==> config.mk <==
export PLATFORM = sky130hd
export DESIGN_NAME = drdf_queue
export DESIGN_NICKNAME = d
export VERILOG_FILES = /design/src/sv/drdf_pkg.sv /design/src/sv/drdf_queue.sv
export SDC_FILE = /design/constraint.sdc
export NUM_CORES = 1
export LEC_CHECK = 0
export BUFFER_PORTS_ARGS = -buffer_cell sky130_fd_sc_hd__buf_4
export CAP_MARGIN = 10
export CORE_UTILIZATION = 35
export CTS_CLUSTER_SIZE = 16
export DETAILED_ROUTE_END_ITERATION = 7
export PLACE_DENSITY = 0.59
export SLEW_MARGIN = 40
export SYNTH_ARGS = -nofsm -noshare
export SYNTH_HDL_FRONTEND = slang
export SYNTH_SLANG_ARGS = --single-unit
export TNS_END_PERCENT = 100
==> constraint.sdc <==
create_clock -name clk -period 14.1 [get_ports clk]
set_input_delay 0.705 -clock clk [delete_from_list [all_inputs] [get_ports clk]]
set_output_delay 0.705 -clock clk [all_outputs]
set_load 0.02 [all_outputs]
==> src/sv/drdf_pkg.sv <==
// Shared types, constants and register codes for the detection row decoder.
package drdf_pkg;

  localparam int FRAC_BITS   = 16;
  localparam int QUEUE_DEPTH = 2;
  localparam int VALUE_W     = 32;
  localparam int CONF_W      = 17;
  localparam int EDGE_W      = 16;
  localparam int PROD_W      = 48;
  localparam int MAG_W       = PROD_W - (FRAC_BITS + 1);
  localparam int CONF_SHIFT  = 2 * FRAC_BITS - 16;
  localparam int CFG_IDX_W   = 3;
  localparam int CFG_DATA_W  = 17;
  localparam logic [CONF_W-1:0] CONF_ONE = 17'd65536;

  typedef enum logic [CFG_IDX_W-1:0] {
    REG_CONF_THRESHOLD = 3'd0,
    REG_NUM_CLASSES    = 3'd1,
    REG_MODEL_WIDTH    = 3'd2,
    REG_MODEL_HEIGHT   = 3'd3,
    REG_FRAME_WIDTH    = 3'd4,
    REG_FRAME_HEIGHT   = 3'd5
  } reg_idx_t;

  typedef enum logic [2:0] {
    BK_IDLE,
    BK_CONF,
    BK_MUL,
    BK_ABS,
    BK_DIV,
    BK_SAT,
    BK_OUT
  } back_state_t;

  typedef struct packed {
    logic [16:0] conf_threshold;
    logic [7:0]  num_classes;
    logic [12:0] model_width;
    logic [12:0] model_height;
    logic [13:0] frame_width;
    logic [13:0] frame_height;
  } cfg_t;

  typedef struct packed {
    logic signed [VALUE_W-1:0] center_x;
    logic signed [VALUE_W-1:0] center_y;
    logic signed [VALUE_W-1:0] box_width;
    logic signed [VALUE_W-1:0] box_height;
    logic signed [VALUE_W-1:0] objectness;
    logic signed [VALUE_W-1:0] best_score;
    logic [7:0]                best_class;
    logic [15:0]               row_index;
  } job_t;

  typedef struct packed {
    logic [7:0]               class_idx;
    logic [CONF_W-1:0]        confidence;
    logic signed [EDGE_W-1:0] box_left;
    logic signed [EDGE_W-1:0] box_top;
    logic signed [EDGE_W-1:0] box_right;
    logic signed [EDGE_W-1:0] box_bottom;
    logic [15:0]              row_index;
  } result_t;

endpackage

==> src/sv/drdf_queue.sv <==
// Short queue of finished rows between the front and back ends.
module drdf_queue #(
  parameter int DEPTH = drdf_pkg::QUEUE_DEPTH
) (
  input  logic           clk,
  input  logic           rst,
  input  logic           push,
  input  drdf_pkg::job_t push_job,
  input  logic           pop,
  output drdf_pkg::job_t pop_job,
  output logic           full,
  output logic           empty
);

  localparam int PTR_W = (DEPTH > 1) ? $clog2(DEPTH) : 1;
  localparam int CNT_W = $clog2(DEPTH + 1);

  drdf_pkg::job_t slots [DEPTH];
  logic [PTR_W-1:0] wr_ptr, rd_ptr;
  logic [CNT_W-1:0] count;

  assign full    = count == CNT_W'(DEPTH);
  assign empty   = count == '0;
  assign pop_job = slots[rd_ptr];

  always_ff @(posedge clk) begin
    if (push) begin
      slots[wr_ptr] <= push_job;
    end
  end

  always_ff @(posedge clk) begin
    if (rst) begin
      wr_ptr <= '0;
      rd_ptr <= '0;
      count  <= '0;
    end else begin
      if (push) begin
        wr_ptr <= (wr_ptr == PTR_W'(DEPTH - 1)) ? '0 : wr_ptr + 1'b1;
      end
      if (pop) begin
        rd_ptr <= (rd_ptr == PTR_W'(DEPTH - 1)) ? '0 : rd_ptr + 1'b1;
      end
      if (push && !pop) begin
        count <= count + 1'b1;
      end else if (pop && !push) begin
        count <= count - 1'b1;
      end
    end
  end

endmodule

==> results.json <==
{
  "run_status": "finished clean",
  "fp.coreArea_mm2": 0.0458,
  "h-tree-depth": 2,
  "fillers": 3849,
  "synth_area_leader_cell": "sky130_fd_sc_hd__edfxtp_1",
  "synth_largest_type_area_fraction": 0.793,
  "dr.pass1.iters": 4,
  "drive_gt1_frac": 0.610,
  "antenna_cells_inserted": 0,
  "worst_pin_slew_ns": 0.789,
  "first_global_vias": 8322,
  "placement.io_buffers": 437,
  "floorplan.io_pins": 438,
  "relSlewSlack": 0.474,
  "syn-cell-area_mm2": 0.0164,
  "timing.max_cap.violations": 0,
  "hold_ws_ns": 0.328,
  "initial_core_utilization": 0.357,
  "post-cts-setup-buffers": 0,
  "clk_latency_ns": 0.55,
  "min_period_over_period": 0.276,
  "antenna_found_initial": 1,
  "hold_path.class": "input port to flip-flop",
  "clock_sinks": 437,
  "power.static_leakage_nw": 8.38,
  "maximum_number_of_pins_on_one_net_before_global_route_repair": 71,
  "cts_resized": 0,
  "critical_path.slowest_cell": "sky130_fd_sc_hd__buf_4",
  "grt_setup_unrepaired": "no",
  "timing.critical_path.arrival_ns": 3.18,
  "count_of_yosys_warnings_during_synthesis": 0,
  "synth_area_leaders": "sky130_fd_sc_hd__edfxtp_1 79%, sky130_fd_sc_hd__mux2_4 13%, sky130_fd_sc_hd__mux2_2 5.2%, sky130_fd_sc_hd__buf_6 1.2%, sky130_fd_sc_hd__dfxtp_1 0.61%",
  "row_count": 78,
  "synthToLayoutAreaGrowth_pct": 33.3,
  "synth_cell_type_count": 16,
  "finish.net_count": 1386,
  "detail_route.vias_per_cell": 4.44,
  "yosysSeqAreaShare": 0.799,
  "critical_path_class": "flip-flop to primary output",
  "postSynthAreaPerCell_um2": 23.6,
  "critical_path_required_ns": 13.40,
  "grt_first_pass_wirelength_mm": 49.7,
  "power_mw": 3.18,
  "slew_viol_final": 0,
  "critical_path.most_common_cell": "sky130_fd_sc_hd__buf_4",
  "tritoncts": "yes",
  "clock_tree.root_cell": "sky130_fd_sc_hd__clkbuf_16",
  "worst_clock_skew_ns": 0.0166,
  "hold_viol": 0,
  "die-width_um": 218,
  "globalplace.congestion": 0.763,
  "postSynth.topFlopCell": "sky130_fd_sc_hd__edfxtp_1",
  "vdd.ir_drop.worst_mv": 0.0971,
  "regToRegSetupSlack_ns": 11.49,
  "detailroute.via_count": 8004,
  "critical_path.cell_chain": "buf_4 > buf_6 > mux2_4 > buf_4",
  "cts_made_buffers": 45,
  "ys_ff_latch": 437,
  "detail_route.wirelength_mm": 34.6,
  "layout_min_cycle_time_ns": 3.89,
  "clock_tree_buf_depth": 3,
  "power_density_mw_per_mm2": 146,
  "synth_most_common_cell": "sky130_fd_sc_hd__edfxtp_1",
  "setup_violations": 0,
  "synth.top_cells.by_count": "432 x sky130_fd_sc_hd__edfxtp_1, 140 x sky130_fd_sc_hd__mux2_4, 76 x sky130_fd_sc_hd__mux2_2, 17 x sky130_fd_sc_hd__buf_6, 7 x sky130_fd_sc_hd__buf_2",
  "asyncSetResetFlopFracSynth": 0,
  "drc": 0,
  "die-area_mm2": 0.0476,
  "drt_first_iter_violations": 342,
  "synth_fp_nets": 915,
  "detailedPlacementHpwl_mm": 23.6,
  "die_height_um": 218,
  "synth_edf_count": 432,
  "post_cts_hold_buffer_count": 0,
  "grt_overflow_total": 0,
  "routed_wire_length_per_instance_um": 19.2,
  "startpoint_type": "flip-flop",
  "grt.total_usage": 0.139,
  "critPathCaptureType": "primary output",
  "cpPeakStageDelay_ns": 0.70,
  "maxClockFrequency_mhz": 257,
  "setup_total_negative_slack_ns": 0,
  "drtAntennaViolNets": 0,
  "netlist_instances": 694,
  "critical_path_maximum_fanout": 54,
  "clkSlewWorstSetupHoldPaths_ns": 0.06
}
## registers in the layout (all words and copies together) (netlist names), named ones only
signal	count
slots	432
count	2
wr_ptr	1
rd_ptr	1
## power breakdown
group / switching [mW] / internal [mW]
Clock: 0.472 / 0.720
Combinational: 0.228 / 0.223
Sequential: 0.0231 / 1.52
Total: 0.723 / 2.46
## cell families after synthesis
family | after synthesis | synth area share
adder cells (fa/ha/maj) | 1 | 0.000765
flip-flops | 437 | 0.799
AO/OA/AOI/OAI | 2 | 0.000611
XOR/XNOR | 4 | 0.00214
multiplexers | 216 | 0.181
AND/OR/NAND/NOR | 9 | 0.00268
buffers and inverters | 25 | 0.0141
## critical path: cells and delay by family, from the launching register on
kind / cells / cell delay, ns
DFF: 1 / 0.66
buffers and inverters: 3 / 1.46
muxes: 1 / 0.36
## placed cells by master, fill, tap and decap left out, types with 5 or more instances in the layout
| cell | instances |
|---|---|
| sky130_fd_sc_hd__mux2_4 | 140 |
| sky130_fd_sc_hd__buf_4 | 441 |
| sky130_fd_sc_hd__clkinv_1 | 11 |
| sky130_fd_sc_hd__buf_6 | 6 |
| sky130_fd_sc_hd__bufinv_16 | 5 |
| sky130_fd_sc_hd__edfxtp_1 | 432 |
| sky130_fd_sc_hd__clkbuf_16 | 47 |
| sky130_fd_sc_hd__nor2_1 | 5 |
| sky130_fd_sc_hd__clkinv_2 | 5 |
| sky130_fd_sc_hd__mux2_2 | 76 |
| sky130_fd_sc_hd__clkbuf_1 | 7 |
## metal layers
metal	routed length (um)	track usage	vias to the layer above
li1	-	-	3712
met1	14100	0.172	3960
met4	651	0.0429	2
met3	3030	0.0530	43
met5	7	0	-
met2	16800	0.226	287
## layout make-up
type / instances / area, um2 / share of cell area
flip-flops and latches: 437 / 13100 / 0.600
multi-input cells: 232 / 3070 / 0.141
repair buffers: 448 / 3400 / 0.156
clock inverters: 26 / 255 / 0.0117
clock buffers: 58 / 1260 / 0.0577
well taps: 600 / 751 / 0.0344
inverters: 1 / 3.75 / 0.000172
## worst paths after layout
check | from | to | cells past startpoint
worst max-delay path | flip-flop | pop_job[69] | 4
worst min-delay path | push_job[40] | slots[0][40]$_DFFE_PP_ | 1
worst max register to register | wr_ptr$_SDFFE_PP0P_ | slots[1][69]$_DFFE_PP_ | 3
worst min register to register | count[1]$_SDFFE_PP0P_ | count[1]$_SDFFE_PP0P_ | 2
## stage by stage
| step | setup slack (ns) | cell area [um2] | util | std cells |
|---|---|---|---|---|
| 2_1_floorplan | 3.27 | 16400 | - | 694 |
| 3_3_place_gp | 10.13 | 20300 | 0.443 | 1717 |
| 3_5_place_dp | 10.51 | 20300 | 0.443 | 1718 |
| 4_1_cts | 9.90 | 21800 | 0.476 | 1802 |
| 5_1_grt | 10.00 | 21800 | 0.477 | 1802 |
| 6_report | 10.21 | 21800 | 0.477 | 1802 |
(Power assumes the default switching activity.)
