==> src/sv/drdf_pkg.sv <==
// Shared types, constants and register codes for the detection row decoder.
package drdf_pkg;

  localparam int FRAC_BITS   = 16;
  localparam int QUEUE_DEPTH = 2;
  localparam int VALUE_W     = 32;
  localparam int CONF_W      = 17;
  localparam int EDGE_W      = 16;
  localparam int PROD_W      = 48;
  localparam int MAG_W       = PROD_W - (FRAC_BITS + 1);
  localparam int CONF_SHIFT  = 2 * FRAC_BITS - 16;
  localparam int CFG_IDX_W   = 3;
  localparam int CFG_DATA_W  = 17;
  localparam logic [CONF_W-1:0] CONF_ONE = 17'd65536;

  typedef enum logic [CFG_IDX_W-1:0] {
    REG_CONF_THRESHOLD = 3'd0,
    REG_NUM_CLASSES    = 3'd1,
    REG_MODEL_WIDTH    = 3'd2,
    REG_MODEL_HEIGHT   = 3'd3,
    REG_FRAME_WIDTH    = 3'd4,
    REG_FRAME_HEIGHT   = 3'd5
  } reg_idx_t;

  typedef enum logic [2:0] {
    BK_IDLE,
    BK_CONF,
    BK_MUL,
    BK_ABS,
    BK_DIV,
    BK_SAT,
    BK_OUT
  } back_state_t;

  typedef struct packed {
    logic [16:0] conf_threshold;
    logic [7:0]  num_classes;
    logic [12:0] model_width;
    logic [12:0] model_height;
    logic [13:0] frame_width;
    logic [13:0] frame_height;
  } cfg_t;

  typedef struct packed {
    logic signed [VALUE_W-1:0] center_x;
    logic signed [VALUE_W-1:0] center_y;
    logic signed [VALUE_W-1:0] box_width;
    logic signed [VALUE_W-1:0] box_height;
    logic signed [VALUE_W-1:0] objectness;
    logic signed [VALUE_W-1:0] best_score;
    logic [7:0]                best_class;
    logic [15:0]               row_index;
  } job_t;

  typedef struct packed {
    logic [7:0]               class_idx;
    logic [CONF_W-1:0]        confidence;
    logic signed [EDGE_W-1:0] box_left;
    logic signed [EDGE_W-1:0] box_top;
    logic signed [EDGE_W-1:0] box_right;
    logic signed [EDGE_W-1:0] box_bottom;
    logic [15:0]              row_index;
  } result_t;

endpackage

==> src/sv/drdf_back.sv <==
// Back end: confidence filter, box scaling with a shared serial divider, output register.
module drdf_back (
  input  logic                 clk,
  input  logic                 rst,
  input  drdf_pkg::cfg_t       cfg,
  input  logic                 queue_empty,
  input  drdf_pkg::job_t       pop_job,
  output logic                 pop,
  output logic                 out_valid,
  input  logic                 out_ready,
  output drdf_pkg::result_t    result
);

  localparam int MAG_W = drdf_pkg::MAG_W;
  localparam int CNT_W = $clog2(MAG_W + 1);

  drdf_pkg::back_state_t state, state_next;
  drdf_pkg::job_t job;
  drdf_pkg::result_t res;
  logic [1:0]                 edge_idx;
  logic signed [47:0]         prod;
  logic [MAG_W-1:0]           dividend, quo;
  logic [13:0]                rem;
  logic                       neg;
  logic [CNT_W-1:0]           cnt;
  logic                       pass;

  logic signed [63:0]         obj_scaled, thr_scaled;
  logic [61:0]                conf_prod, conf_full;
  logic [16:0]                conf_sat;
  logic                       obj_ok;
  logic signed [31:0]         sel_c, sel_s;
  logic                       sel_plus;
  logic [13:0]                sel_mul;
  logic [12:0]                sel_div, div_raw;
  logic signed [33:0]         c_dbl;
  logic signed [33:0]         num;
  logic signed [48:0]         prod_full;
  logic [47:0]                mag;
  logic [13:0]                rem_sh;
  logic                       q_bit;
  logic signed [15:0]         edge_val;

  assign obj_scaled = 64'(job.objectness) <<< 16;
  assign thr_scaled = $signed({47'd0, cfg.conf_threshold}) <<< drdf_pkg::FRAC_BITS;
  assign obj_ok     = obj_scaled >= thr_scaled;
  assign conf_prod  = {31'd0, job.objectness[30:0]} * {31'd0, job.best_score[30:0]};
  assign conf_full  = conf_prod >> drdf_pkg::CONF_SHIFT;
  assign conf_sat   = (conf_full > 62'(drdf_pkg::CONF_ONE)) ? drdf_pkg::CONF_ONE
                                                            : conf_full[16:0];

  always_comb begin
    sel_c    = edge_idx[0] ? job.center_y : job.center_x;
    sel_s    = edge_idx[0] ? job.box_height : job.box_width;
    sel_plus = edge_idx[1];
    sel_mul  = edge_idx[0] ? cfg.frame_height : cfg.frame_width;
    div_raw  = edge_idx[0] ? cfg.model_height : cfg.model_width;
    sel_div  = (div_raw == '0) ? 13'd1 : div_raw;
  end

  assign c_dbl     = {sel_c[31], sel_c, 1'b0};
  assign num       = sel_plus ? (c_dbl + 34'(sel_s)) : (c_dbl - 34'(sel_s));
  assign prod_full = num * $signed({1'b0, sel_mul});
  assign mag       = prod[47] ? 48'(-prod) : 48'(prod);
  assign rem_sh    = {rem[12:0], dividend[MAG_W-1]};
  assign q_bit     = rem_sh >= {1'b0, sel_div};

  always_comb begin
    if (neg) begin
      edge_val = (quo > MAG_W'(32768)) ? -16'sd32768 : 16'(-$signed({1'b0, quo}));
    end else begin
      edge_val = (quo > MAG_W'(32767)) ? 16'sd32767 : 16'(quo);
    end
  end

  always_comb begin
    state_next = state;
    case (state)
      drdf_pkg::BK_IDLE: if (!queue_empty) state_next = drdf_pkg::BK_CONF;
      drdf_pkg::BK_CONF: state_next = pass ? drdf_pkg::BK_MUL : drdf_pkg::BK_IDLE;
      drdf_pkg::BK_MUL:  state_next = drdf_pkg::BK_ABS;
      drdf_pkg::BK_ABS:  state_next = drdf_pkg::BK_DIV;
      drdf_pkg::BK_DIV:  if (cnt == CNT_W'(MAG_W - 1)) state_next = drdf_pkg::BK_SAT;
      drdf_pkg::BK_SAT:  state_next = (edge_idx == 2'd3) ? drdf_pkg::BK_OUT : drdf_pkg::BK_MUL;
      drdf_pkg::BK_OUT:  if (out_ready) state_next = drdf_pkg::BK_IDLE;
      default:           state_next = drdf_pkg::BK_IDLE;
    endcase
  end

  always_comb begin
    pop       = (state == drdf_pkg::BK_IDLE) && !queue_empty;
    out_valid = state == drdf_pkg::BK_OUT;
    pass      = obj_ok && (conf_sat >= cfg.conf_threshold);
  end

  assign result = res;

  always_ff @(posedge clk) begin
    if (rst) begin
      state <= drdf_pkg::BK_IDLE;
    end else begin
      state <= state_next;
    end
  end

  always_ff @(posedge clk) begin
    case (state)
      drdf_pkg::BK_IDLE: begin
        job      <= pop_job;
        edge_idx <= '0;
      end
      drdf_pkg::BK_CONF: begin
        res.class_idx  <= job.best_class;
        res.confidence <= conf_sat;
        res.row_index  <= job.row_index;
      end
      drdf_pkg::BK_MUL: prod <= prod_full[47:0];
      drdf_pkg::BK_ABS: begin
        dividend <= MAG_W'(mag >> (drdf_pkg::FRAC_BITS + 1));
        neg      <= prod[47];
        rem      <= '0;
        quo      <= '0;
        cnt      <= '0;
      end
      drdf_pkg::BK_DIV: begin
        rem      <= q_bit ? rem_sh - {1'b0, sel_div} : rem_sh;
        quo      <= {quo[MAG_W-2:0], q_bit};
        dividend <= {dividend[MAG_W-2:0], 1'b0};
        cnt      <= cnt + 1'b1;
      end
      drdf_pkg::BK_SAT: begin
        case (edge_idx)
          2'd0:    res.box_left   <= edge_val;
          2'd1:    res.box_top    <= edge_val;
          2'd2:    res.box_right  <= edge_val;
          default: res.box_bottom <= edge_val;
        endcase
        edge_idx <= edge_idx + 2'd1;
      end
      default: ;
    endcase
  end

endmodule

==> config.mk <==
export PLATFORM = sky130hd
export DESIGN_NAME = drdf_back
export DESIGN_NICKNAME = d
export VERILOG_FILES = /design/src/sv/drdf_pkg.sv /design/src/sv/drdf_back.sv
export SDC_FILE = /design/constraint.sdc
export NUM_CORES = 2
export LEC_CHECK = 0
export BUFFER_PORTS_ARGS = -buffer_cell sky130_fd_sc_hd__clkbuf_2
export CAP_MARGIN = 20
export CORE_MARGIN = 5
export CORE_UTILIZATION = 42
export CTS_CLUSTER_DIAMETER = 80
export DETAILED_ROUTE_END_ITERATION = 16
export GPL_TIMING_DRIVEN = 0
export HOLD_SLACK_MARGIN = 0.02
export PLACE_DENSITY = 0.6
export SETUP_SLACK_MARGIN = 0.2
export SLEW_MARGIN = 25
export SYNTH_ARGS = -nofsm -noshare
export SYNTH_HDL_FRONTEND = slang
export SYNTH_SLANG_ARGS = --single-unit
==> constraint.sdc <==
create_clock -name clk -period 19 [get_ports clk]
set_input_delay 1.9 -clock clk [delete_from_list [all_inputs] [get_ports clk]]
set_output_delay 1.9 -clock clk [all_outputs]
set_load 0.01 [all_outputs]
==> metrics <==
Post-layout nets 9702; # DRC 0; Post-synth EDFFs 451; Setup Crit Path Kind reg2reg; PostCTS Resize Cnt 0; CTS root buffer clkbuf_16; H-tree depth 2; port bufs 396; vias in the first global route 57191; syn_area_per_cell 9.720 µm²; P&R area growth vs syn 10.50%; drt first pass iters 6; critical path arrival 14190 ps; Core Rows 149; final slew viol count 0; DIE HEIGHT 417.1 µm; reg2reg start edge_idx[0]; pin count of the biggest net entering global routing 45; cells after synthesis 7163; RSZ-0062 raised after global routing no; r2r setup slk 5260 ps; DP Cell Count 9784; Setup violations, final 0; critical path's slowest cell clkbuf_1; Clock Path Buffers 3; Layout Cells excl Fill 9904; fmax 0.07277 GHz; Worst Path Buf+Inv 9; synth cell count leaders inv_1 (1333), fa_1 (1269), nand2_1 (972); measured slew at the worst slew-check pin approximately 1200 ps; global route total overflow 0; Most Crowded Layer GR met2; Final min period ~14000 ps; Antenna Nets Post-Route 0; DR vias 54463; initial antenna violation count 14; wirelength, routed 242.3 mm; CTS tree done; worst reg2reg endpoint prod[47]; post-DP HPWL 201.2 mm; Final Wtd Congestion ~1; most numerous cell on the critical path fa_1; ys async rst share 0%; CP Capture Type register; clk_skew around 73 ps; max-cap viol count 0; Core Region 0.1648 mm²; top_reg_cell synth edfxtp_1; Worst EP required 19450 ps; Placed Area ~0.075 mm²; leading area contributor after synthesis fa_1; relative slew slack 20.67%; top cells by area, synth fa_1 (36%), edfxtp_1 (19%), ha_1 (8.6%), inv_1 (7.2%), nand2_1 (5.2%); leading cell type by number of instances after synthesis inv_1; worst-path fanout max 10; initial core utilization 42.25%; clk slew on worst S/H paths 60 ps; global-route wire length before repair 361.6 mm; Fillers about 16000; die span in x 417.1 µm; synth warn 0; CTS buffer count slightly below 60; register bit total from synthesis 454; clock latency on the worst-skew pair 730 ps; hold depth 0; IO Count 406; crit-path max cell delay ~800 ps; Hold WC Path Type reg2reg; grt met1 use between 30% and 40%; R2R cell count 35; DR WL/cell approximately 24 µm; share of the synthesized area in the top cell type 36.49%; Die ar. about 0.17 mm²; DR iter-0 viols 4333; Setup Buffers After CTS 0; share of post-route cells with drive strength above 1 8.644%; met2 Usage GRT 46.71%; Hold Crit Start job[6]; Hold Path End result[6]; GR Util met3 3.866%; post-route cell area 0.07693 mm²; status finished clean; GRT Util Overall between 20% and 30%; Final Util 46.68%; sequential-to-total area share from yosys stat 19.54%; crit-path leading delay family adder cells; final worst path period share 72.32%; Via density 5.499; synthesized area 0.06962 mm²; Mapped Nets 9210; Post-CTS Hold Buffers 0; total clock sinks 454; final hold vios 0; post-synth cell types 93; startpoint types register
[state kept, by name, summed over array words and instances (netlist names)]
name and count:
job 215, result 105, prod 48, dividend 31
quo 31, rem 13, cnt 5, state 3
edge_idx 2, neg 1
[routing by layer]
layer | up-vias | share of wire [%]
li1 | 23633 | -
met1 | 27795 | 37
met2 | 2381 | 48
met3 | 650 | 6.8
met4 | 4 | 7.6
met5 | - | 0.012
[worst max-delay path by stage]
stage / startpoint / end / cells past startpoint
2_1_floorplan: state[0] / edge_idx[0] / 3
6_report: edge_idx[0] / prod[47] / 35
3_5_place_dp: edge_idx[0] / prod[47] / 37
3_3_place_gp: state[0] / edge_idx[0] / 3
5_1_grt: edge_idx[0] / prod[47] / 37
4_1_cts: edge_idx[0] / prod[47] / 37
[layout make-up]
class / count / area [µm²] / share of cell area [%]
multi-input combinational: 5017 / 49730 / 64.64
sequential: 454 / 13600 / 17.68
inverter: 1333 / 5004 / 6.504
tap: 2189 / 2739 / 3.560
timing repair buffer: 432 / 2331 / 3.030
clock buffer: 63 / 1470 / 1.911
buffer: 359 / 1394 / 1.812
clock inverter: 47 / 638.1 / 0.8295
antenna: 10 / 25.02 / 0.03253
[kinds of logic (layout without fill, tap and decap cells)]
logic type	Yosys count	count (layout)	share of synthesized area [%]
fa+ha+maj	1748	1748	45.10
mux	117	117	1.767
xor+xnor	147	147	1.869
other cells	0	10	0
buf+inv	1692	2234	9.162
simple gates	2180	2180	14.97
compound gates	825	825	7.600
flops	454	454	19.54
[per-stage QoR]
step	TNS [ps]	setup WS (ps)	hold slack (ps)
2_1_floorplan	0	2038	400.3
3_3_place_gp	-1185480	-6489	400.4
3_5_place_dp	0	5364	405.6
4_1_cts	0	5306	419.9
5_1_grt	0	4647	420.0
6_report	0	5258	419.2
[cells in the final DEF (no fill, tap or decap), types with 59 or more instances in the layout]
cell	synthesis	routed
o21ai_0	199	199
nand4_1	62	62
fa_1	1269	1269
clkbuf_1	323	318
a21o_1	66	66
nor3_1	62	61
ha_1	479	479
mux2i_1	70	66
o21a_1	59	59
xnor2_1	83	78
nor2_1	299	299
a21oi_1	214	214
inv_1	1333	1333
and2_1	458	458
xor2_1	63	63
nand3_1	68	68
edfxtp_1	451	451
clkbuf_2	0	407
nand2_1	972	971
[worst register-to-register path: cells and delay by family, from the launching register on]
kind / cells / cell delay [ps]
xor gates and xnor gates: 2 / 890
and+or+nand+nor: 5 / 1100
muxes: 1 / 440
adders and majority gates: 8 / 3820
AOI/OAI and AO/OA: 10 / 3430
buffers and inverters: 9 / 3430
DFF: 1 / 390
Power is left out: the tool's default activity adds up to more than one toggle a clock period on the data nets, which glitch-free logic cannot reach.
