File: src/sv/drdf_pkg.sv
// Shared types, constants and register codes for the detection row decoder.
package drdf_pkg;

  localparam int FRAC_BITS   = 16;
  localparam int QUEUE_DEPTH = 2;
  localparam int VALUE_W     = 32;
  localparam int CONF_W      = 17;
  localparam int EDGE_W      = 16;
  localparam int PROD_W      = 48;
  localparam int MAG_W       = PROD_W - (FRAC_BITS + 1);
  localparam int CONF_SHIFT  = 2 * FRAC_BITS - 16;
  localparam int CFG_IDX_W   = 3;
  localparam int CFG_DATA_W  = 17;
  localparam logic [CONF_W-1:0] CONF_ONE = 17'd65536;

  typedef enum logic [CFG_IDX_W-1:0] {
    REG_CONF_THRESHOLD = 3'd0,
    REG_NUM_CLASSES    = 3'd1,
    REG_MODEL_WIDTH    = 3'd2,
    REG_MODEL_HEIGHT   = 3'd3,
    REG_FRAME_WIDTH    = 3'd4,
    REG_FRAME_HEIGHT   = 3'd5
  } reg_idx_t;

  typedef enum logic [2:0] {
    BK_IDLE,
    BK_CONF,
    BK_MUL,
    BK_ABS,
    BK_DIV,
    BK_SAT,
    BK_OUT
  } back_state_t;

  typedef struct packed {
    logic [16:0] conf_threshold;
    logic [7:0]  num_classes;
    logic [12:0] model_width;
    logic [12:0] model_height;
    logic [13:0] frame_width;
    logic [13:0] frame_height;
  } cfg_t;

  typedef struct packed {
    logic signed [VALUE_W-1:0] center_x;
    logic signed [VALUE_W-1:0] center_y;
    logic signed [VALUE_W-1:0] box_width;
    logic signed [VALUE_W-1:0] box_height;
    logic signed [VALUE_W-1:0] objectness;
    logic signed [VALUE_W-1:0] best_score;
    logic [7:0]                best_class;
    logic [15:0]               row_index;
  } job_t;

  typedef struct packed {
    logic [7:0]               class_idx;
    logic [CONF_W-1:0]        confidence;
    logic signed [EDGE_W-1:0] box_left;
    logic signed [EDGE_W-1:0] box_top;
    logic signed [EDGE_W-1:0] box_right;
    logic signed [EDGE_W-1:0] box_bottom;
    logic [15:0]              row_index;
  } result_t;

endpackage

File: src/sv/drdf_front.sv
// Front end: row position tracking, box field capture and class argmax.
module drdf_front (
  input  logic                        clk,
  input  logic                        rst,
  input  logic                        in_valid,
  output logic                        in_ready,
  input  logic signed [31:0]          in_value,
  input  logic                        in_frame_start,
  input  logic [7:0]                  num_classes,
  input  logic                        queue_full,
  output logic                        push,
  output drdf_pkg::job_t              push_job
);

  logic [8:0]  element_position;
  logic [15:0] row_counter;
  drdf_pkg::job_t row, row_next;
  logic [8:0]  pos;
  logic [15:0] rc;
  logic [8:0]  last;
  logic        at_end;
  logic        take;

  assign in_ready = !queue_full;
  assign take     = in_valid && in_ready;
  assign last     = {1'b0, num_classes} + 9'd4;
  assign pos      = in_frame_start ? 9'd0 : element_position;
  assign rc       = in_frame_start ? 16'd0 : row_counter;
  assign at_end   = pos >= last;

  always_comb begin
    row_next = row;
    row_next.row_index = rc;
    if (pos == 9'd0) begin
      row_next.best_score = '0;
      row_next.best_class = '0;
    end
    case (pos)
      9'd0: row_next.center_x   = in_value;
      9'd1: row_next.center_y   = in_value;
      9'd2: row_next.box_width  = in_value;
      9'd3: row_next.box_height = in_value;
      9'd4: row_next.objectness = in_value;
      default: begin
        if (in_value > row_next.best_score) begin
          row_next.best_score = in_value;
          row_next.best_class = 8'(pos - 9'd5);
        end
      end
    endcase
  end

  assign push     = take && at_end;
  assign push_job = row_next;

  always_ff @(posedge clk) begin
    if (rst) begin
      element_position <= '0;
      row_counter      <= '0;
      row              <= '0;
    end else if (take) begin
      row <= row_next;
      if (at_end) begin
        element_position <= '0;
        row_counter      <= (rc != 16'hFFFF) ? rc + 16'd1 : rc;
      end else begin
        element_position <= pos + 9'd1;
        row_counter      <= rc;
      end
    end
  end

endmodule

File: config.mk
export PLATFORM = sky130hd
export DESIGN_NAME = drdf_front
export DESIGN_NICKNAME = d
export VERILOG_FILES = /design/src/sv/drdf_pkg.sv /design/src/sv/drdf_front.sv
export SDC_FILE = /design/constraint.sdc
export NUM_CORES = 1
export LEC_CHECK = 0
export BUFFER_PORTS_ARGS = -buffer_cell sky130_fd_sc_hd__buf_2
export CORE_MARGIN = 8
export CORE_UTILIZATION = 40
export DETAILED_ROUTE_END_ITERATION = 10
export GPL_ROUTABILITY_DRIVEN = 0
export GPL_TIMING_DRIVEN = 1
export PLACE_DENSITY = 0.67
export SYNTH_ARGS = -nofsm -noshare
export SYNTH_HDL_FRONTEND = slang
export SYNTH_SLANG_ARGS = --single-unit
File: constraint.sdc
create_clock -name clk -period 5.95 [get_ports clk]
set_input_delay 0.595 -clock clk [delete_from_list [all_inputs] [get_ports clk]]
set_output_delay 0.595 -clock clk [all_outputs]
set_load 0.02 [all_outputs]
==> results of run 1 <==
==> layout by cell type (no fill, tap or decap), types with 47 or more instances in the layout <==
cell,instances
nor3_1,72
nor2_1,162
mux2_2,125
dfxtp_1,225
ha_1,47
nand3_1,62
a21oi_1,120
buf_2,261
nand2_1,434
o21ai_0,51
==> cell type report <==
| class | count | area (µm²) | area share (%) |
|---|---|---|---|
| Clock buffer | 41 | 808 | 5.56 |
| Clock inverter | 6 | 83.8 | 0.577 |
| Inverter | 13 | 48.8 | 0.336 |
| Multi-Input combinational cell | 1255 | 7100 | 48.9 |
| Sequential cell | 225 | 4500 | 31.0 |
| Tap cell | 390 | 488 | 3.36 |
| Timing Repair Buffer | 283 | 1490 | 10.3 |
==> worst min-delay path by stage <==
stage	cells after the start	endpoint	start	slack, ns
2_1_floorplan	2	row[100]	row[100]	0.43
3_3_place_gp	2	row[182]	row[182]	0.44
3_5_place_dp	2	row[130]	row[130]	0.44
4_1_cts	3	row[24]	in_value[0]	0.35
5_1_grt	3	row[24]	in_value[0]	0.38
6_report	3	row[24]	in_value[0]	0.38
==> power breakdown <==
| group | internal [mW] | switching [mW] | total [mW] | leakage (nW) |
|---|---|---|---|---|
| combinational | 0.170 | 0.381 | 0.551 | 4.28 |
| clock | 1.01 | 0.650 | 1.66 | 0.442 |
| sequential | 1.55 | 0.0269 | 1.58 | 1.83 |
==> worst max-delay path: cells and delay by family (launching register included) <==
kind            cells  cell delay [ns]
mux                 1             0.29
simple gates        7             1.49
buf+inv             4             0.75
fa+ha+maj           2             0.57
flops               1             0.38
compound gates      4             1.03
==> cells by family after synthesis <==
logic type               Yosys count
AND/OR/NAND/NOR                  807
adder cells (fa/ha/maj)           47
multiplexers                     126
XOR/XNOR                          19
AO/OA/AOI/OAI                    253
flip-flops                       225
buffers and inverters            133
==> routing by layer <==
layer | track usage [%] | routed length, µm | vias to the layer above
li1 | - | - | 5885
met4 | 5.26 | 924 | 0
met3 | 5.57 | 3010 | 55
met2 | 34.8 | 19000 | 362
met5 | 0 | 0 | -
met1 | 26.6 | 17300 | 5737
==> flip-flops by register name (all words and copies together), names as in the netlist <==
name              flops
row_counter          16
element_position      9
row                 200
==> per-stage QoR <==
step,hold WS (ns),cells,utilization [%],instance area (µm²),total power [mW]
2_1_floorplan,0.433,1610,-,12000,1.95
3_3_place_gp,0.437,2159,45.7,13600,2.15
3_5_place_dp,0.443,2159,45.7,13600,2.16
4_1_cts,0.353,2206,48.8,14400,3.83
5_1_grt,0.383,2213,49.0,14500,3.96
6_report,0.384,2213,49.0,14500,3.80
==> what timing repair did <==
action / 4_1_cts / 5_1_grt
setup endpoints to repair: 14 / 26
pin swaps: 0 / 1
setup buffers: 0 / 4
gates cloned: 0 / 3
resized for setup: 1 / 4
==> flow_summary.ini, run 1 <==
[outcome]
outcome = completed

[global_routing]
grt_pass1_vias = 11418
grt_use_total_pct = 21.0
grt_pass1_wl_um = 62300
overflow = 0
grt_max_degree = 239
antenna_found_initial = 0

[power]
p_per_area_nw_per_um2 = 261
p_leak_nw = 6.55
max-vdd-ir-drop_mv = 0.198

[routing]
wl_per_cell_um = 18.2
via_per_inst = 5.44
wl_um = 40300
drtIter0Drc = 1095
postRouteAntennaNets = 0
num_vias = 12039
dr.pass1.iters = 5
route.detailed.drc = 0

[logic_synthesis]
yosysMostFrequentCell = nand2_1
synth_xor_area_share_pct = 1.38
netlist_area_um2 = 12000
synth_compound_area_share_pct = 12.0
synth_top_area_cell = dfxtp_1
synth.area.top_cells = dfxtp_1, nand2_1, mux2_2, nor2_1, a21oi_1
synth_ff_type = dfxtp_1
synth-simple-area-share_pct = 28.3
synth_top_family_by_area = simple AND/OR/NAND/NOR gates
ys_seq_area_share_pct = 37.4
synth-async-reset-ratio_pct = 0
synth_seq_cells = 225
synth_top_cell_area_share_pct = 37.4
synth_cell_type_count = 45
yosys-top-cells-count = nand2_1, dfxtp_1, nor2_1
ys_warn_count = 0
synth-edff-count = 0
muxShareOfSynthArea_pct = 11.8
synth_area_per_cell_um2 = 7.47
synth_nets = 1702
synthAdderAreaFrac_pct = 4.89
synthCells = 1610

[critical_path]
slowest_delay_ns = 0.44
critPathLaunch = element_position[0]
r2r-start = element_position[0]
cp-start-kind = flop
crit_path_end = push_job[42]
crit_slowest_cell = or3_1
critical_path_class = flop to output pin
cp_common_cell = nand2_1
ff2ff_path_depth = 17
cp.required_ns = 5.36
reg2reg_to = row[19]
cp-end-kind = output pin
reg2reg_setup_slack_ns = 1.38
cp.arrival_ns = 5.05
path_max_fanout = 27
worstPathCellList = nor2b_1, inv_1, ha_1, o211ai_1, or3_4, buf_4, nand2_1, ha_1, a21oi_1, nand2_1, a221o_1, or3_1, a31oi_4, mux2i_4, buf_6, nand3_1, nand2_1, buf_2

[timing]
max_freq_mhz = 177
finalSetupTns_ns = 0
post-route-period-util_pct = 94.9
timing_hold_violations_final = 0
final.min_clock_period_ns = 5.65
slew-limit-headroom_pct = 14.9
fin_skew_ns = 0.0219
layout_setup_ws_ns = 0.301
tightest_slew_ns = 1.28
slew_viol_final = 0
rsz0062_at_grt = false
setup_viol = 0

[place]
post-place-ws_ns = 0.160
dpl.hpwl_um = 26300
port_buffers = 262

[final_layout]
layout-drive-gt1-share_pct = 25.6
area_growth_syn_to_layout_pct = 20.7
fillers = 2934
nets = 1897
diodes = 0

[floorplanning]
io_pins = 263
fp.dieH_um = 189
std_cell_rows = 63
dieArea_um2 = 35900
die_x_um = 189
start_util_pct = 40.6
core_area_um2 = 29600

[hold_path]
min_path_type = primary input to flop

[cts]
clkLatencyLatePin_ns = 0.54
cts_buffers = 27
clockBufferDepth = 3
clk_pin_slew_ns = 0.06
cts_num_sinks = 225
htreeDepth = 1
cts_tree = yes
cts_root_buffer = clkbuf_16
holdBufCountCts = 0

[run]
drv_cap = 0
Note: power is estimated with default switching activity, not from simulation.
==> run 2: changes to the inputs <==
CORE_UTILIZATION = 41   (was 40)
PLACE_DENSITY = 0.68   (was 0.67)
==> run 2 against run 1 <==
Against the previous run: combinational power decreased by 0.9%; largest cell class unchanged; highest routed layer unchanged; largest power group unchanged; clock-buffer cell count fell by 6; sequential power about the same; register-to-register slack about the same; final cell count down 0.32%; cell area increased by 0.13%; clock skew down 0.0039 ns; critical path depth fell by 1; via count is 0.22% lower.
==> flow_summary.ini, run 2 (synthesis results as in run 1) <==
[outcome]
outcome = completed

[final_layout]
reg_top3 = row (200), row_counter (16), element_position (9)
nets = 1893
layout.cells.non_filler = 2206
fillers = 2779
mostFrequentLayoutCells = nand2_1, buf_2, dfxtp_1
regMostFlops = row
largest_reg_flops = 200
multi_input_area_um2 = 7080
layout-drive-gt1-share_pct = 25.7
area_growth_syn_to_layout_pct = 20.9
regArea_um2 = 4500
final_common_cell = nand2_1
diodes = 0

[global_routing]
antenna_found_initial = 0
grt_pass1_wl_um = 62700
grt_max_degree = 239
grt_use_total_pct = 21.4
grt_pass1_vias = 11328
overflow = 0

[timing]
finalSetupTns_ns = 0
timing_hold_violations_final = 0
slew-limit-headroom_pct = 19.7
slew_viol_final = 0
fin_skew_ns = 0.0180
rsz0062_at_grt = false
post-route-period-util_pct = 93.4
tightest_slew_ns = 1.20
max_freq_mhz = 180
layout_setup_ws_ns = 0.391
final.min_clock_period_ns = 5.56
setup_viol = 0

[routing]
num_vias = 12012
via_per_inst = 5.45
dr_wl_met3_um = 3140
postRouteAntennaNets = 0
wl_um = 40300
drtIter0Drc = 977
routed.top_layer = met4
route.detailed.drc = 0
wl_per_cell_um = 18.3
drt-met1-wl_um = 17700
dr.pass1.iters = 5
wl_met2_um = 18400

[critical_path]
cp.required_ns = 5.36
critical_path_class = flop to output pin
path_max_fanout = 29
cp-end-kind = output pin
cp-start-kind = flop
cp.arrival_ns = 4.96

[power]
max-vdd-ir-drop_mv = 0.322
seqPwrFrac_pct = 40.6
combPwrFrac_pct = 14.0
power_mw = 3.90
netSwitchingFraction_pct = 28.2
internal-power_mw = 2.80
p_leak_nw = 6.56
p_per_area_nw_per_um2 = 268
clkPwrFrac_pct = 45.4
netSwitchingPower_mw = 1.10

[floorplanning]
die_x_um = 187
fp.dieH_um = 187
dieArea_um2 = 35100
start_util_pct = 41.8
io_pins = 263
std_cell_rows = 62
core_area_um2 = 28800

[place]
dp.cells = 2154
dpl.hpwl_um = 26300
port_buffers = 262
post-place-ws_ns = 0.432

[run]
drv_cap = 0

[cts]
cts_tree = yes
postCtsSetupBuffers = 0
clk_pin_slew_ns = 0.06
cts_buffers = 27
cts_num_sinks = 225
htreeDepth = 1
cts_root_buffer = clkbuf_16
clockBufferDepth = 3
clkLatencyLatePin_ns = 0.55
holdBufCountCts = 0

[hold_path]
min_path_type = primary input to flop
==> run 2: power groups by stage <==
stage                     Clock (mW)  Sequential [mW]  Combinational (mW)
final                           1.77             1.58               0.546
after CTS                       1.81             1.58               0.544
after global placement             0             1.61               0.535
after detailed placement           0             1.61               0.542
after floorplan                    0             1.60               0.350
after global routing            1.86             1.59               0.601
==> run 2: per-layer routing <==
metal | track usage [%] | vias up
met2 | 34.6 | 390
li1 | - | 5870
met1 | 27.6 | 5685
met5 | 0 | -
met3 | 5.91 | 67
met4 | 6.05 | 0
==> run 2: worst paths after layout <==
kind / startpoint / endpoint / slack [ns] / depth (start not counted)
max: element_position[0] / push_job[39] / 0.39 / 17
min reg2reg: row[129] / row[129] / 0.45 / 2
min: in_value[0] / row[24] / 0.35 / 3
max reg2reg: element_position[0] / row[16] / 1.37 / 16
==> run 2: repair_timing <==
| item | CTS | global route |
|---|---|---|
| endpoints found under the setup margin | 0 | 40 |
| gates resized for setup | 0 | 4 |
| endpoints found under the hold margin | 0 | 0 |
==> run 2: worst max-delay path: stages, from the launching register on <==
cell and delay (ns):
dfxtp_1 0.38, nor2b_1 0.31, inv_1 0.15, ha_1 0.26, o211ai_1 0.24, or3_4 0.34
nand2_1 0.09, ha_1 0.29, a21oi_1 0.16, o21ai_1 0.10, a221o_1 0.31, or3_1 0.42
a31oi_2 0.32, mux2i_4 0.30, buf_6 0.28, nand3_1 0.14, nand2_1 0.13, buf_2 0.18
==> run 2: stage by stage <==
step	area, µm²	hold WS, ns	utilization [%]
2_1_floorplan	12000	0.433	-
3_3_place_gp	13600	0.438	47.1
6_report	14500	0.352	50.5
4_1_cts	14500	0.320	50.4
3_5_place_dp	13600	0.443	47.1
5_1_grt	14500	0.366	50.5
==> run 2: final cells by class <==
| type | count | share of cell area [%] |
|---|---|---|
| clock buffers | 35 | 5.20 |
| clock inverters | 15 | 1.41 |
| inverters | 13 | 0.336 |
| multi-input cells | 1254 | 48.7 |
| flip-flops and latches | 225 | 31.0 |
| well taps | 384 | 3.30 |
| repair buffers | 280 | 10.1 |
